==> src/kpd_pkg.sv <==
// kpd_pkg: shared types and constants of the keypad scanner with debounce and key queue
// no dependencies; imported by every module of the block

package kpd_pkg;

   localparam int MATRIX_BITS = 16;
   localparam int KEY_IDX_W   = $clog2(MATRIX_BITS);
   localparam int MAX_KEYS    = 16;
   localparam int TICK_W      = 17;
   localparam int CSR_INDEX_W = 3;
   localparam int CSR_DATA_W  = 64;

   // register indexes of the configuration port
   localparam logic [CSR_INDEX_W-1:0] CSR_DEBOUNCE  = 3'd0;
   localparam logic [CSR_INDEX_W-1:0] CSR_ROWS      = 3'd1;
   localparam logic [CSR_INDEX_W-1:0] CSR_COLUMNS   = 3'd2;
   localparam logic [CSR_INDEX_W-1:0] CSR_KEYMAP_LO = 3'd3;
   localparam logic [CSR_INDEX_W-1:0] CSR_KEYMAP_HI = 3'd4;

   localparam logic [15:0] DEBOUNCE_RESET = 16'd10;
   localparam logic [3:0]  ROWS_RESET     = 4'd4;
   localparam logic [3:0]  COLUMNS_RESET  = 4'd4;

   typedef enum logic [1:0] {
      REQ_TICK  = 2'd0,
      REQ_POP   = 2'd1,
      REQ_FLUSH = 2'd2
   } req_kind_type;

   typedef enum logic [1:0] {
      PH_PRESS   = 2'd0,
      PH_CONFIRM = 2'd1,
      PH_RELEASE = 2'd2
   } phase_type;

   typedef enum logic [1:0] {
      CLS_NONE = 2'd0,
      CLS_ONE  = 2'd1,
      CLS_MANY = 2'd2
   } scan_class_type;

   typedef struct packed {
      scan_class_type cls;
      logic [7:0]     ch;
   } scan_code_type;

   typedef enum logic [1:0] {
      CMD_NONE  = 2'd0,
      CMD_PUSH  = 2'd1,
      CMD_POP   = 2'd2,
      CMD_FLUSH = 2'd3
   } cmd_op_type;

   // one classified item on its way from the front part to the key buffer
   typedef struct packed {
      cmd_op_type op;
      logic [7:0] ch;
      phase_type  phase;
   } cmd_type;

endpackage

==> src/keypad_scan_debounce_fifo_top.sv <==
// keypad_scan_debounce_fifo_top: matrix keypad scanner with debounce and a key ring buffer
// depends on kpd_pkg, kpd_front, kpd_cmd_queue and kpd_back
//
//   channel  direction  handshake                 payload
//   req      in         req_valid / req_stall     req_type, req_pressed_matrix
//   rsp      out        rsp_valid / rsp_stall     popped, front, count, debounce state
//   csr      in         csr_valid / csr_ready     csr_index, csr_data
//
// one item per cycle sustained while rsp_stall stays low; the front part classifies an item
// in the cycle it is accepted; a result passes the queue, then the ring read stage, then the
// output register on its way to rsp; the ring has a single, registered read port
// reset is synchronous and active high; configuration and pointers return to defaults, the
// ring contents stay undefined and are never shown before they are written
// req_stall rises only when the two-entry command queue is full, which takes a held rsp_stall
// csr_ready is always high; a write to an index past the last register is dropped

module keypad_scan_debounce_fifo_top #(
   parameter int BUFFER_DEPTH = 16
) (
   input  logic                             clock,
   input  logic                             reset,
   // input channel
   input  logic                             req_valid,
   output logic                             req_stall,
   input  logic [1:0]                       req_type,
   input  logic [kpd_pkg::MATRIX_BITS-1:0]  req_pressed_matrix,
   // result channel
   output logic                             rsp_valid,
   input  logic                             rsp_stall,
   output logic                             rsp_popped_valid,
   output logic [7:0]                       rsp_popped_char,
   output logic                             rsp_front_valid,
   output logic [7:0]                       rsp_front_char,
   output logic [3:0]                       rsp_buffered_count,
   output logic [1:0]                       rsp_debounce_state,
   // configuration write channel
   input  logic                             csr_valid,
   output logic                             csr_ready,
   input  logic [kpd_pkg::CSR_INDEX_W-1:0]  csr_index,
   input  logic [kpd_pkg::CSR_DATA_W-1:0]   csr_data
);
   import kpd_pkg::*;

   logic    req_accept;
   logic    q_full;
   logic    q_not_empty;
   logic    q_pop;
   cmd_type front_cmd;
   cmd_type q_head;

   // every transfer on req becomes exactly one queue entry
   assign req_stall  = q_full;
   assign req_accept = req_valid && !q_full;
   assign csr_ready  = 1'b1;

   // front part: config registers, tick counter, classification, debounce
   kpd_front u_front (
      .clock              (clock),
      .reset              (reset),
      .csr_valid          (csr_valid),
      .csr_index          (csr_index),
      .csr_data           (csr_data),
      .req_accept         (req_accept),
      .req_type           (req_type),
      .req_pressed_matrix (req_pressed_matrix),
      .cmd_out            (front_cmd)
   );

   // decouples the classifier from a stalled result channel
   kpd_cmd_queue u_queue (
      .clock     (clock),
      .reset     (reset),
      .push      (req_accept),
      .push_data (front_cmd),
      .pop       (q_pop),
      .not_empty (q_not_empty),
      .full      (q_full),
      .head      (q_head)
   );

   // back part: ring buffer, pointers and result register
   kpd_back #(
      .BUFFER_DEPTH (BUFFER_DEPTH)
   ) u_back (
      .clock              (clock),
      .reset              (reset),
      .cmd_valid          (q_not_empty),
      .cmd                (q_head),
      .cmd_pop            (q_pop),
      .rsp_valid          (rsp_valid),
      .rsp_stall          (rsp_stall),
      .rsp_popped_valid   (rsp_popped_valid),
      .rsp_popped_char    (rsp_popped_char),
      .rsp_front_valid    (rsp_front_valid),
      .rsp_front_char     (rsp_front_char),
      .rsp_buffered_count (rsp_buffered_count),
      .rsp_debounce_state (rsp_debounce_state)
   );

endmodule

==> src/kpd_front.sv <==
// kpd_front: configuration registers, tick counter, matrix classification and debounce machine
// depends on kpd_pkg; turns each accepted item into one command for the key buffer

module kpd_front (
   input  logic                             clock,
   input  logic                             reset,
   input  logic                             csr_valid,
   input  logic [kpd_pkg::CSR_INDEX_W-1:0]  csr_index,
   input  logic [kpd_pkg::CSR_DATA_W-1:0]   csr_data,
   input  logic                             req_accept,
   input  logic [1:0]                       req_type,
   input  logic [kpd_pkg::MATRIX_BITS-1:0]  req_pressed_matrix,
   output kpd_pkg::cmd_type                 cmd_out
);
   import kpd_pkg::*;

   localparam logic [TICK_W-1:0] TICK_MAX = {TICK_W{1'b1}};

   logic [15:0]              debounce_ff;
   logic [3:0]               rows_ff;
   logic [3:0]               cols_ff;
   logic [CSR_DATA_W-1:0]    keymap_lo_ff;
   logic [CSR_DATA_W-1:0]    keymap_hi_ff;
   logic [TICK_W-1:0]        tick_ff;
   logic [TICK_W-1:0]        tick_in;
   logic [TICK_W-1:0]        tick_inc;
   phase_type                phase_ff;
   phase_type                phase_in;
   scan_code_type            prev_ff;

   logic [7:0]               key_area;
   logic [MATRIX_BITS-1:0]   key_mask;
   logic [MATRIX_BITS-1:0]   hits;
   logic                     multi_hit;
   logic [KEY_IDX_W-1:0]     hit_idx;
   logic [2*CSR_DATA_W-1:0]  keymap_all;
   logic [7:0]               hit_char;
   scan_code_type            scan_code;
   logic                     is_tick;
   logic                     scan_due;
   logic                     push_key;

   // a bit is a key when it lies inside rows x columns
   assign key_area = 8'(rows_ff) * 8'(cols_ff);

   always_comb begin
      for (int i = 0; i < MATRIX_BITS; i++) begin
         key_mask[i] = (8'(i) < key_area) && (i < MAX_KEYS);
      end
   end

   assign hits      = req_pressed_matrix & key_mask;
   assign multi_hit = (hits & (hits - MATRIX_BITS'(1))) != '0;

   // only a lone key needs its index, so scan order does not matter
   always_comb begin
      hit_idx = '0;
      for (int i = MATRIX_BITS - 1; i >= 0; i--) begin
         if (hits[i]) begin
            hit_idx = KEY_IDX_W'(i);
         end
      end
   end

   assign keymap_all = {keymap_hi_ff, keymap_lo_ff};
   assign hit_char   = keymap_all[{hit_idx, 3'b000} +: 8];

   always_comb begin
      if (hits == '0) begin
         scan_code = '{cls: CLS_NONE, ch: 8'd0};
      end else if (multi_hit) begin
         scan_code = '{cls: CLS_MANY, ch: 8'd0};
      end else begin
         scan_code = '{cls: CLS_ONE, ch: hit_char};
      end
   end

   // saturating tick counter, scan once it passes the setting
   assign is_tick  = req_accept && (req_type == REQ_TICK);
   assign tick_inc = (tick_ff == TICK_MAX) ? tick_ff : tick_ff + 1'b1;
   assign scan_due = is_tick && (tick_inc > {1'b0, debounce_ff});

   always_comb begin
      tick_in = tick_ff;
      if (scan_due) begin
         tick_in = '0;
      end else if (is_tick) begin
         tick_in = tick_inc;
      end
   end

   // debounce machine: next state
   always_comb begin
      phase_in = phase_ff;
      if (scan_due) begin
         case (phase_ff)
            PH_PRESS: begin
               if (scan_code.cls == CLS_ONE) begin
                  phase_in = PH_CONFIRM;
               end else if (scan_code.cls == CLS_MANY) begin
                  phase_in = PH_RELEASE;
               end
            end
            PH_CONFIRM: begin
               if (scan_code == prev_ff && scan_code.cls == CLS_ONE) begin
                  phase_in = PH_RELEASE;
               end else if (scan_code.cls == CLS_MANY) begin
                  phase_in = PH_RELEASE;
               end else if (scan_code.cls == CLS_NONE) begin
                  phase_in = PH_PRESS;
               end
            end
            PH_RELEASE: begin
               if (scan_code.cls == CLS_NONE) begin
                  phase_in = PH_PRESS;
               end
            end
            default: begin
               phase_in = PH_PRESS;
            end
         endcase
      end
   end

   // debounce machine: outputs
   always_comb begin
      case (phase_ff)
         PH_CONFIRM: begin
            push_key = scan_due && (scan_code == prev_ff) && (scan_code.cls == CLS_ONE);
         end
         default: begin
            push_key = 1'b0;
         end
      endcase
   end

   always_comb begin
      cmd_out.ch    = scan_code.ch;
      cmd_out.phase = phase_in;
      case (req_type)
         REQ_TICK:  cmd_out.op = push_key ? CMD_PUSH : CMD_NONE;
         REQ_POP:   cmd_out.op = CMD_POP;
         REQ_FLUSH: cmd_out.op = CMD_FLUSH;
         default:   cmd_out.op = CMD_NONE;
      endcase
   end

   always_ff @(posedge clock) begin
      if (reset) begin
         debounce_ff  <= DEBOUNCE_RESET;
         rows_ff      <= ROWS_RESET;
         cols_ff      <= COLUMNS_RESET;
         keymap_lo_ff <= '0;
         keymap_hi_ff <= '0;
         tick_ff      <= '0;
         phase_ff     <= PH_PRESS;
         prev_ff      <= '{cls: CLS_NONE, ch: 8'd0};
      end else begin
         if (csr_valid) begin
            case (csr_index)
               CSR_DEBOUNCE:  debounce_ff  <= csr_data[15:0];
               CSR_ROWS:      rows_ff      <= csr_data[3:0];
               CSR_COLUMNS:   cols_ff      <= csr_data[3:0];
               CSR_KEYMAP_LO: keymap_lo_ff <= csr_data;
               CSR_KEYMAP_HI: keymap_hi_ff <= csr_data;
               default: ;
            endcase
         end
         tick_ff  <= tick_in;
         phase_ff <= phase_in;
         if (scan_due) begin
            prev_ff <= scan_code;
         end
      end
   end

   a_scan_clears_counter: assert property (@(posedge clock) disable iff (reset)
      scan_due |=> tick_ff == '0)
      else $error("tick counter not cleared after a scan");

   a_push_then_release: assert property (@(posedge clock) disable iff (reset)
      push_key |=> phase_ff == PH_RELEASE)
      else $error("confirmed key did not move the machine to waiting release");

   a_phase_only_on_scan: assert property (@(posedge clock) disable iff (reset)
      !scan_due |=> $stable(phase_ff))
      else $error("debounce phase moved without a scan");

endmodule

==> src/kpd_cmd_queue.sv <==
// kpd_cmd_queue: two-entry command queue between the classifier and the key buffer
// depends on kpd_pkg for the command struct

module kpd_cmd_queue (
   input  logic              clock,
   input  logic              reset,
   input  logic              push,
   input  kpd_pkg::cmd_type  push_data,
   input  logic              pop,
   output logic              not_empty,
   output logic              full,
   output kpd_pkg::cmd_type  head
);
   import kpd_pkg::*;

   cmd_type    slot_ff [2];
   logic       wr_sel_ff;
   logic       rd_sel_ff;
   logic [1:0] fill_ff;
   logic [1:0] fill_in;

   assign not_empty = fill_ff != 2'd0;
   assign full      = fill_ff == 2'd2;
   assign head      = slot_ff[rd_sel_ff];

   always_comb begin
      fill_in = fill_ff;
      if (push && !pop) begin
         fill_in = fill_ff + 2'd1;
      end else if (pop && !push) begin
         fill_in = fill_ff - 2'd1;
      end
   end

   always_ff @(posedge clock) begin
      if (push) begin
         slot_ff[wr_sel_ff] <= push_data;
      end
   end

   always_ff @(posedge clock) begin
      if (reset) begin
         wr_sel_ff <= 1'b0;
         rd_sel_ff <= 1'b0;
         fill_ff   <= 2'd0;
      end else begin
         if (push) begin
            wr_sel_ff <= ~wr_sel_ff;
         end
         if (pop) begin
            rd_sel_ff <= ~rd_sel_ff;
         end
         fill_ff <= fill_in;
      end
   end

endmodule

==> src/kpd_back.sv <==
// kpd_back: key ring buffer, pointer update and result register
// depends on kpd_pkg; consumes commands from kpd_cmd_queue

module kpd_back #(
   parameter int BUFFER_DEPTH = 16
) (
   input  logic                clock,
   input  logic                reset,
   input  logic                cmd_valid,
   input  kpd_pkg::cmd_type    cmd,
   output logic                cmd_pop,
   output logic                rsp_valid,
   input  logic                rsp_stall,
   output logic                rsp_popped_valid,
   output logic [7:0]          rsp_popped_char,
   output logic                rsp_front_valid,
   output logic [7:0]          rsp_front_char,
   output logic [3:0]          rsp_buffered_count,
   output logic [1:0]          rsp_debounce_state
);
   import kpd_pkg::*;

   localparam int AW = $clog2(BUFFER_DEPTH);

   function automatic logic [AW-1:0] ptr_next(input logic [AW-1:0] p);
      return (p == AW'(BUFFER_DEPTH - 1)) ? '0 : p + 1'b1;
   endfunction

   logic [7:0]    ring_mem [BUFFER_DEPTH];
   logic [7:0]    mem_q_ff;
   logic          byp_ff;
   logic [7:0]    byp_data_ff;
   logic [AW-1:0] wr_ff;
   logic [AW-1:0] rd_ff;
   logic [AW-1:0] wr_in;
   logic [AW-1:0] rd_in;
   logic [AW-1:0] fill_in;
   logic          write_en;
   logic          pop_hit;
   logic [7:0]    front_now;
   logic          adv;
   logic          take;

   logic          p1_valid_ff;
   logic          p1_pv_ff;
   logic [7:0]    p1_pc_ff;
   logic          p1_fv_ff;
   logic [AW-1:0] p1_cnt_ff;
   phase_type     p1_phase_ff;

   logic          rsp_valid_ff;
   logic          rsp_pv_ff;
   logic [7:0]    rsp_pc_ff;
   logic          rsp_fv_ff;
   logic [7:0]    rsp_fc_ff;
   logic [AW-1:0] rsp_cnt_ff;
   phase_type     rsp_phase_ff;

   // whole back part moves together unless the result is held
   assign adv     = !rsp_valid_ff || !rsp_stall;
   assign take    = adv && cmd_valid;
   assign cmd_pop = take;

   // registered read of the oldest entry, with the same-cycle write forwarded
   assign front_now = byp_ff ? byp_data_ff : mem_q_ff;

   always_comb begin
      wr_in    = wr_ff;
      rd_in    = rd_ff;
      write_en = 1'b0;
      pop_hit  = 1'b0;
      if (take) begin
         case (cmd.op)
            CMD_PUSH: begin
               write_en = 1'b1;
               wr_in    = ptr_next(wr_ff);
            end
            CMD_POP: begin
               if (wr_ff != rd_ff) begin
                  pop_hit = 1'b1;
                  rd_in   = ptr_next(rd_ff);
               end
            end
            CMD_FLUSH: begin
               rd_in = wr_ff;
            end
            default: ;
         endcase
      end
   end

   always_comb begin
      fill_in = wr_in - rd_in;
      if (wr_in < rd_in) begin
         fill_in = fill_in + AW'(BUFFER_DEPTH);
      end
   end

   always_ff @(posedge clock) begin
      if (adv) begin
         if (write_en) begin
            ring_mem[wr_ff] <= cmd.ch;
         end
         mem_q_ff <= ring_mem[rd_in];
      end
   end

   always_ff @(posedge clock) begin
      if (adv) begin
         byp_data_ff <= cmd.ch;
         p1_pv_ff    <= pop_hit;
         p1_pc_ff    <= pop_hit ? front_now : 8'd0;
         p1_fv_ff    <= wr_in != rd_in;
         p1_cnt_ff   <= fill_in;
         p1_phase_ff <= cmd.phase;
         rsp_pv_ff    <= p1_pv_ff;
         rsp_pc_ff    <= p1_pc_ff;
         rsp_fv_ff    <= p1_fv_ff;
         rsp_fc_ff    <= p1_fv_ff ? front_now : 8'd0;
         rsp_cnt_ff   <= p1_cnt_ff;
         rsp_phase_ff <= p1_phase_ff;
      end
   end

   always_ff @(posedge clock) begin
      if (reset) begin
         wr_ff        <= '0;
         rd_ff        <= '0;
         byp_ff       <= 1'b0;
         p1_valid_ff  <= 1'b0;
         rsp_valid_ff <= 1'b0;
      end else if (adv) begin
         wr_ff        <= wr_in;
         rd_ff        <= rd_in;
         byp_ff       <= write_en && (rd_in == wr_ff);
         p1_valid_ff  <= take;
         rsp_valid_ff <= p1_valid_ff;
      end
   end

   assign rsp_valid          = rsp_valid_ff;
   assign rsp_popped_valid   = rsp_pv_ff;
   assign rsp_popped_char    = rsp_pc_ff;
   assign rsp_front_valid    = rsp_fv_ff;
   assign rsp_front_char     = rsp_fc_ff;
   assign rsp_buffered_count = 4'(rsp_cnt_ff);
   assign rsp_debounce_state = rsp_phase_ff;

   a_flush_empties: assert property (@(posedge clock) disable iff (reset)
      (take && cmd.op == CMD_FLUSH) |=> wr_ff == rd_ff)
      else $error("flush left keys in the ring");

   a_pop_moves_read: assert property (@(posedge clock) disable iff (reset)
      (take && cmd.op == CMD_POP && wr_ff != rd_ff) |=> rd_ff != $past(rd_ff))
      else $error("pop on a nonempty ring kept the read pointer");

   a_stage_to_result: assert property (@(posedge clock) disable iff (reset)
      (adv && p1_valid_ff) |=> rsp_valid_ff)
      else $error("staged result lost on its way to the output register");

endmodule

==> config.mk <==
export PLATFORM = sky130hd
export DESIGN_NAME = keypad_scan_debounce_fifo_top
export DESIGN_NICKNAME = d
export VERILOG_FILES = /design/src/kpd_pkg.sv /design/src/keypad_scan_debounce_fifo_top.sv /design/src/kpd_front.sv /design/src/kpd_cmd_queue.sv /design/src/kpd_back.sv
export SDC_FILE = /design/constraint.sdc
export NUM_CORES = 1
export LEC_CHECK = 0
export BUFFER_PORTS_ARGS = -buffer_cell sky130_fd_sc_hd__buf_2
export CELL_PAD_IN_SITES_DETAIL_PLACEMENT = 1
export CELL_PAD_IN_SITES_GLOBAL_PLACEMENT = 2
export CORE_MARGIN = 2
export CORE_UTILIZATION = 30
export CTS_CLUSTER_DIAMETER = 120
export CTS_CLUSTER_SIZE = 25
export DETAILED_ROUTE_END_ITERATION = 7
export PLACE_DENSITY = 0.7
export SKIP_CTS_REPAIR_TIMING = 1
export SYNTH_ARGS = -nofsm -noshare
export SYNTH_HDL_FRONTEND = slang
export SYNTH_SLANG_ARGS = --single-unit
==> constraint.sdc <==
create_clock -name clock -period 5.6 [get_ports clock]
set_input_delay 0.28 -clock clock [delete_from_list [all_inputs] [get_ports clock]]
set_output_delay 0.28 -clock clock [all_outputs]
set_load 0.1 [all_outputs]
Word-level counts from Yosys, hierarchy flattened
Memory sizes are Yosys's and may differ from the RTL's. A register that Yosys moved wholly into a read port is not among the register bits.
Cells that the tools add are included.

operators by class
  multiply operators = 1
  $add $sub $neg = 7
  bitwise gates (word level) = 4
  shift operators = 1
  order comparisons = 17
  equal/unequal tests = 21
  muxes and demuxes = 51
  reduce and logical (&&, ||, !) cells = 30

operators with widths
  operator               count
  $shiftx 128x8->8       1
  $mux 4                 22
  $lt 4x8->1 const A     8
  $and 16x16->16         2
  $lt 3x8->1 const A     4
  $mux 10                2
  $add 17x1->17 const B  1
  $eq 17x17->1 const B   1
  $gt 17x16->1           1
  $mux 17                1
  $logic_not 16->1       1
  $lt 1x8->1 const A     2
  $lt 2x8->1 const A     2
  $mux 2                 8
  $reduce_bool 16->1     1
  $sub 16x1->16 const B  1
  $mux 1                 14
  $eq 2x2->1 const B     6
  $pmux 2 s3             2
  $eq 10x10->1           1
  $logic_and 1x1->1      10
  $reduce_and 2->1       5
  $add 4x1->4 const B    2
  $eq 2x1->1 const B     4
  19 further kinds       30

storage, ports and cells
  word-level logic and storage cells = 163
  output and inout port bits = 27
  bits of input ports = 90
  memories = 2
  RAM bits = 152
  bits in registers = 244

memories
  name             depth  bits a word  read ports  clocked after memory_dff  write ports  RTL line             text
  u_back.ring_mem  16     8            1           1                         1            kpd_back.sv:29       logic [7:0] ring_mem [BUFFER_DEPTH];
  u_queue.slot_ff  2      12           1           1                         1            kpd_cmd_queue.sv:16  cmd_type slot_ff [2];

Depth between registers and ports, before layout
  word-level depth = 28
  gate-level depth with buffers = 23
  mapped depth without buffers = 21

Hierarchy
From an unflattened synthesis, not the netlist that was laid out.

second synthesis, totals
  cell total of the unflattened synthesis = 1889
  area, all modules = 19017.0 sq um

by module, submodules not included
  module                         sequential area each (sq um)  instances  area each (sq um)  cells an instance
  kpd_front                      3623.5                        1          10069.7            1336
  kpd_back                       5745.5                        1          7851.3             491
  kpd_cmd_queue                  820.8                         1          1071.0             59
  keypad_scan_debounce_fifo_top  0.0                           1          25.0               3

Least setup slack after synthesis
No wires, ideal clock.

  path type = register to register
  start = reg u_front.rows_ff[0]
  end = mem u_queue.slot_ff[0][10] in the netlist's numbering, data pin
  data required time = 5.341 ns
  buffers on the path = 2
  setup time = 0.259 ns
  data arrival time = 5.745 ns
  clock period less this slack = 6.004 ns
  stages on the path, launching flop included = 22
  slack = -0.404 ns
  cells stage by stage = dfxtp_1 -> nand2_1 -> fa_1 -> inv_1 -> fa_1 -> inv_1 -> fa_1 -> xnor2_1 -> or4_1 -> buf_2 -> a211o_1 -> and2_4 -> o311ai_2 -> a21boi_2 -> buf_4 -> nor2_4 -> mux4_2 -> a2111o_1 -> o211a_1 -> o2111ai_1 -> nor4b_4 -> a41o_1

RTL lines
  element                   RTL line             text
  start: declaration        kpd_front.sv:20      logic [3:0] rows_ff;
  start signal: assignment  kpd_front.sv:162     CSR_ROWS: rows_ff <= csr_data[3:0];
  end: declaration          kpd_cmd_queue.sv:16

==> metrics.md <==
| Metric | Value |
|---|---|
| Post-route ant nets | 0 |
| Std-Cell Core Area | 64300 um2 |
| FILL cells | 7271 |
| Max Cap Viol | 0 |
| Hold Crit Class | input port to register |
| Worst R2R End | u_queue.slot_ff[1][1] |
| Syn Inst Count | 1954 |
| Peak VDD IR | 0.202 mV |
| Ant diodes | 0 |
| Crit path cell chain | nand2_2 > fa_1 > inv_1 > fa_1 > inv_1 > fa_2 > xnor2_2 > or4_4 > buf_6 > a211o_1 > and2_4 > o311a_4 > o21ai_4 > buf_12 > buf_12 > buf_6 > a21oi_1 > o21bai_1 > nand4_1 > o211ai_1 > nand4_1 > nor4b_4 > a31o_1 |
| Port Buffers | 115 |
| Clk_lat worst skew | 0.57 ns |
| Root Buffer | clkbuf_16 |
| Req. time, crit path | 6.01 ns |
| Tcrit/Tclk final | 107% |
| Final worst slack | -0.415 ns |
| HPWL after DPL | 50500 um |
| Final WL | 66700 um |
| Slowest stage cell on the critical path | fa_1 |
| WL met2 | 30200 um |
| Least-Margin Pin Slew | 1.17 ns |
| CP Buf/Inv Count | 6 |
| Worst Setup SP | u_front.rows_ff[0] |
| Util after Layout | 37.4% |
| Syn avg cell area | 9.98 um2 |
| Synth-to-layout area growth | 23.4% |
| DRC errors left | 0 |
| Worst R2R Setup Slack | -0.42 ns |
| Reg2Reg Depth | 23 |
| Critical path endpoint category | register |
| Largest net degree at the start of global routing | 72 |
| Skew final | 0.0530 ns |
| Critical Path Max Stage Delay | 0.53 ns |
| Vias in the first global route | 16600 |
| FF+latch count, synth | 405 |
| Top Ports | 117 |
| Worst slew margin | 21.7% |
| H-tree levels | 1 |
| Rows | 93 |
| Power per cell area | 333 nW/um2 |
| Crit path time final | 6.02 ns |
| Ys Warns | 0 |
| Async SR Flop Fraction | 0% |
| Top Metal Used | met4 |
| CP Depth | 23 |
| Die X | 259 um |
| Total gr overflow | 0 |
| Via density per instance | 5.16 |
| CTS tree | built |
| Final hold viol count | 0 |
| Worst Path Arrival | 6.43 ns |
| Fraction of layout cells with a size suffix above 1 | 22.5% |
| CTS max path bufs | 3 |
| Clk sinks | 405 |
| CP endpoint | u_queue.slot_ff[1][1] |
| Die area | 67100 um2 |
| Worst-path clk slew | 0.10 ns |
| Power, Total | 0.00801 W |
| Initial Util | 30.3% |
| Max Freq | 166 MHz |
| WL met3 | 3010 um |
| Post-Syn Nets | 2088 |
| Unrepaired setup endpoints after global routing | true |
| DR iter-0 viols | 967 |
| Initial antenna violation count | 0 |
| Primary FF master, synth | edfxtp_1 |
| Average wire per standard cell | 21.3 um |
| Status | finished, violations left |
| Tot GR Track Use | 19.6% |
| Largest fanout on the critical path | 10 |
| CP delay by family, top | compound AO/OA/AOI/OAI gates |
| Register area share after synthesis | 52.2% |
| Die height | 259 um |
| FF-to-FF Start | u_front.rows_ff[0] |
| Number of distinct library cells after synthesis | 94 |
| Static leakage | 8.62 nW |
| CTS buffer count | 20 |
| Crit start category | register |
| Met1 wire length | 31900 um |
| Nets | 2396 |
| Drt first pass iters | 7 |
| CP Class | register to register |
| Number of synthesized flops with an enable pin | 208 |
| Failing checks | setup timing |
| Post-synth design cell area | 19500 um2 |
| Via count | 16100 |
| Final setup vio count | 11 |
| Slew Limit Fails | 0 |
| GPL Wtd Cong | 0.915 |
| First-pass GRT wire length | 102000 um |
[registers in the layout, summed over array words and instances, names as in the netlist, 10 cells and up, named ones only]
register / cells
u_front.keymap_lo_ff: 64
u_front.tick_ff: 17
u_back.ring_mem: 128
u_front.keymap_hi_ff: 64
u_front.debounce_ff: 16
u_front.prev_ff: 10
u_queue.slot_ff: 24
[cells in the mapped netlist, drive strengths merged, types with 9 or more instances]
library cell / count / share of area (%)
nor2b: 16 / 0.51
edfxtp: 208 / 32
nand3: 68 / 1.7
mux2: 23 / 1.3
a211oi: 13 / 0.53
nor2: 104 / 2.1
o22ai: 9 / 0.29
inv: 54 / 1.0
nand2b: 9 / 0.29
xor2: 17 / 0.76
dfxtp: 197 / 20
o21ai: 69 / 1.8
a21oi: 208 / 5.4
o211ai: 28 / 1.1
a22oi: 9 / 0.35
xnor2: 28 / 1.3
and2: 31 / 1.0
mux2i: 33 / 1.7
buf: 22 / 0.60
nand4: 26 / 0.91
and3: 19 / 0.61
clkbuf: 90 / 1.7
nor3: 33 / 0.85
a2111oi: 17 / 0.89
ha: 39 / 2.5
mux4: 33 / 3.8
nand2: 398 / 7.7
[report_power, final]
part	internal [W]	switching, W
clock	0.000683	0.000953
combinational	0.000943	0.00174
sequential	0.00355	0.000139
total	0.00518	0.00284
[cell type report]
type	instances	area [um2]	area share, %
repair buffers	398	3010	12.5
inverters	54	203	0.842
multi-input cells	1383	9020	37.5
clock inverters	2	36.3	0.151
flip-flops and latches	405	10200	42.4
clock buffers	29	534	2.22
well taps	855	1070	4.45
[cell usage in the layout, fill, tap and decap left out, drive strengths merged, types with 39 or more instances in the layout]
cell / synthesis / layout
edfxtp: 208 / 208
buf: 22 / 337
o21ai: 69 / 69
dlygate4sd3: 0 / 60
nand2: 398 / 398
dfxtp: 197 / 197
inv: 54 / 55
nand3: 68 / 68
ha: 39 / 39
nor2: 104 / 104
a21oi: 208 / 208
[logic make-up (layout without fill, tap and decap cells)]
logic type | Yosys count | after routing | share of synthesized area (%)
compound gates | 463 | 463 | 15.3
buf+inv | 166 | 483 | 3.37
xor+xnor | 45 | 45 | 2.02
fa+ha+maj | 45 | 45 | 3.07
mux | 89 | 89 | 6.83
simple gates | 740 | 740 | 17.1
flops | 405 | 405 | 52.2
other cells | 1 | 1 | 0.0192
[worst min-delay path: stages]
cell and delay [ns]:
buf_2 0.14, nand3_1 0.09, a21oi_1 0.06
[metal layers]
layer	up-vias	track usage (%)
li1	7697	-
met1	8042	27.8
met2	317	31.4
met3	71	3.12
met4	0	4.67
met5	-	0
[stage by stage]
stage                     setup TNS [ns]  setup slack [ns]  instance area, um2  instances  hold slack, ns
after floorplan                  -0.0575           -0.0287               19600       1954           0.400
after global placement             -4.76            -0.614               22500       3022           0.404
after detailed placement           -6.27            -0.667               22500       3022           0.407
after CTS                          -6.96            -0.715               23100       3053         -0.0808
after global routing               -7.26            -0.653               24100       3126          0.0568
final                              -3.20            -0.415               24100       3126          0.0432
[how the worst min path moves through the flow]
stage / slack [ns] / from / endpoint / depth (start not counted)
finish: 0.04 / rsp_stall / u_back.p1_valid_ff / 3
global placement: 0.40 / u_back.p1_pc_ff[3] / u_back.rsp_popped_char[3] / 0
CTS: -0.08 / csr_data[39] / u_front.keymap_lo_ff[39] / 3
detailed placement: 0.41 / u_back.p1_phase_ff[0] / u_back.rsp_debounce_state[0] / 0
floorplan: 0.40 / u_back.p1_cnt_ff[0] / u_back.rsp_buffered_count[0] / 0
global route: 0.06 / rsp_stall / u_back.byp_ff / 3
(Power assumes the default switching activity.)
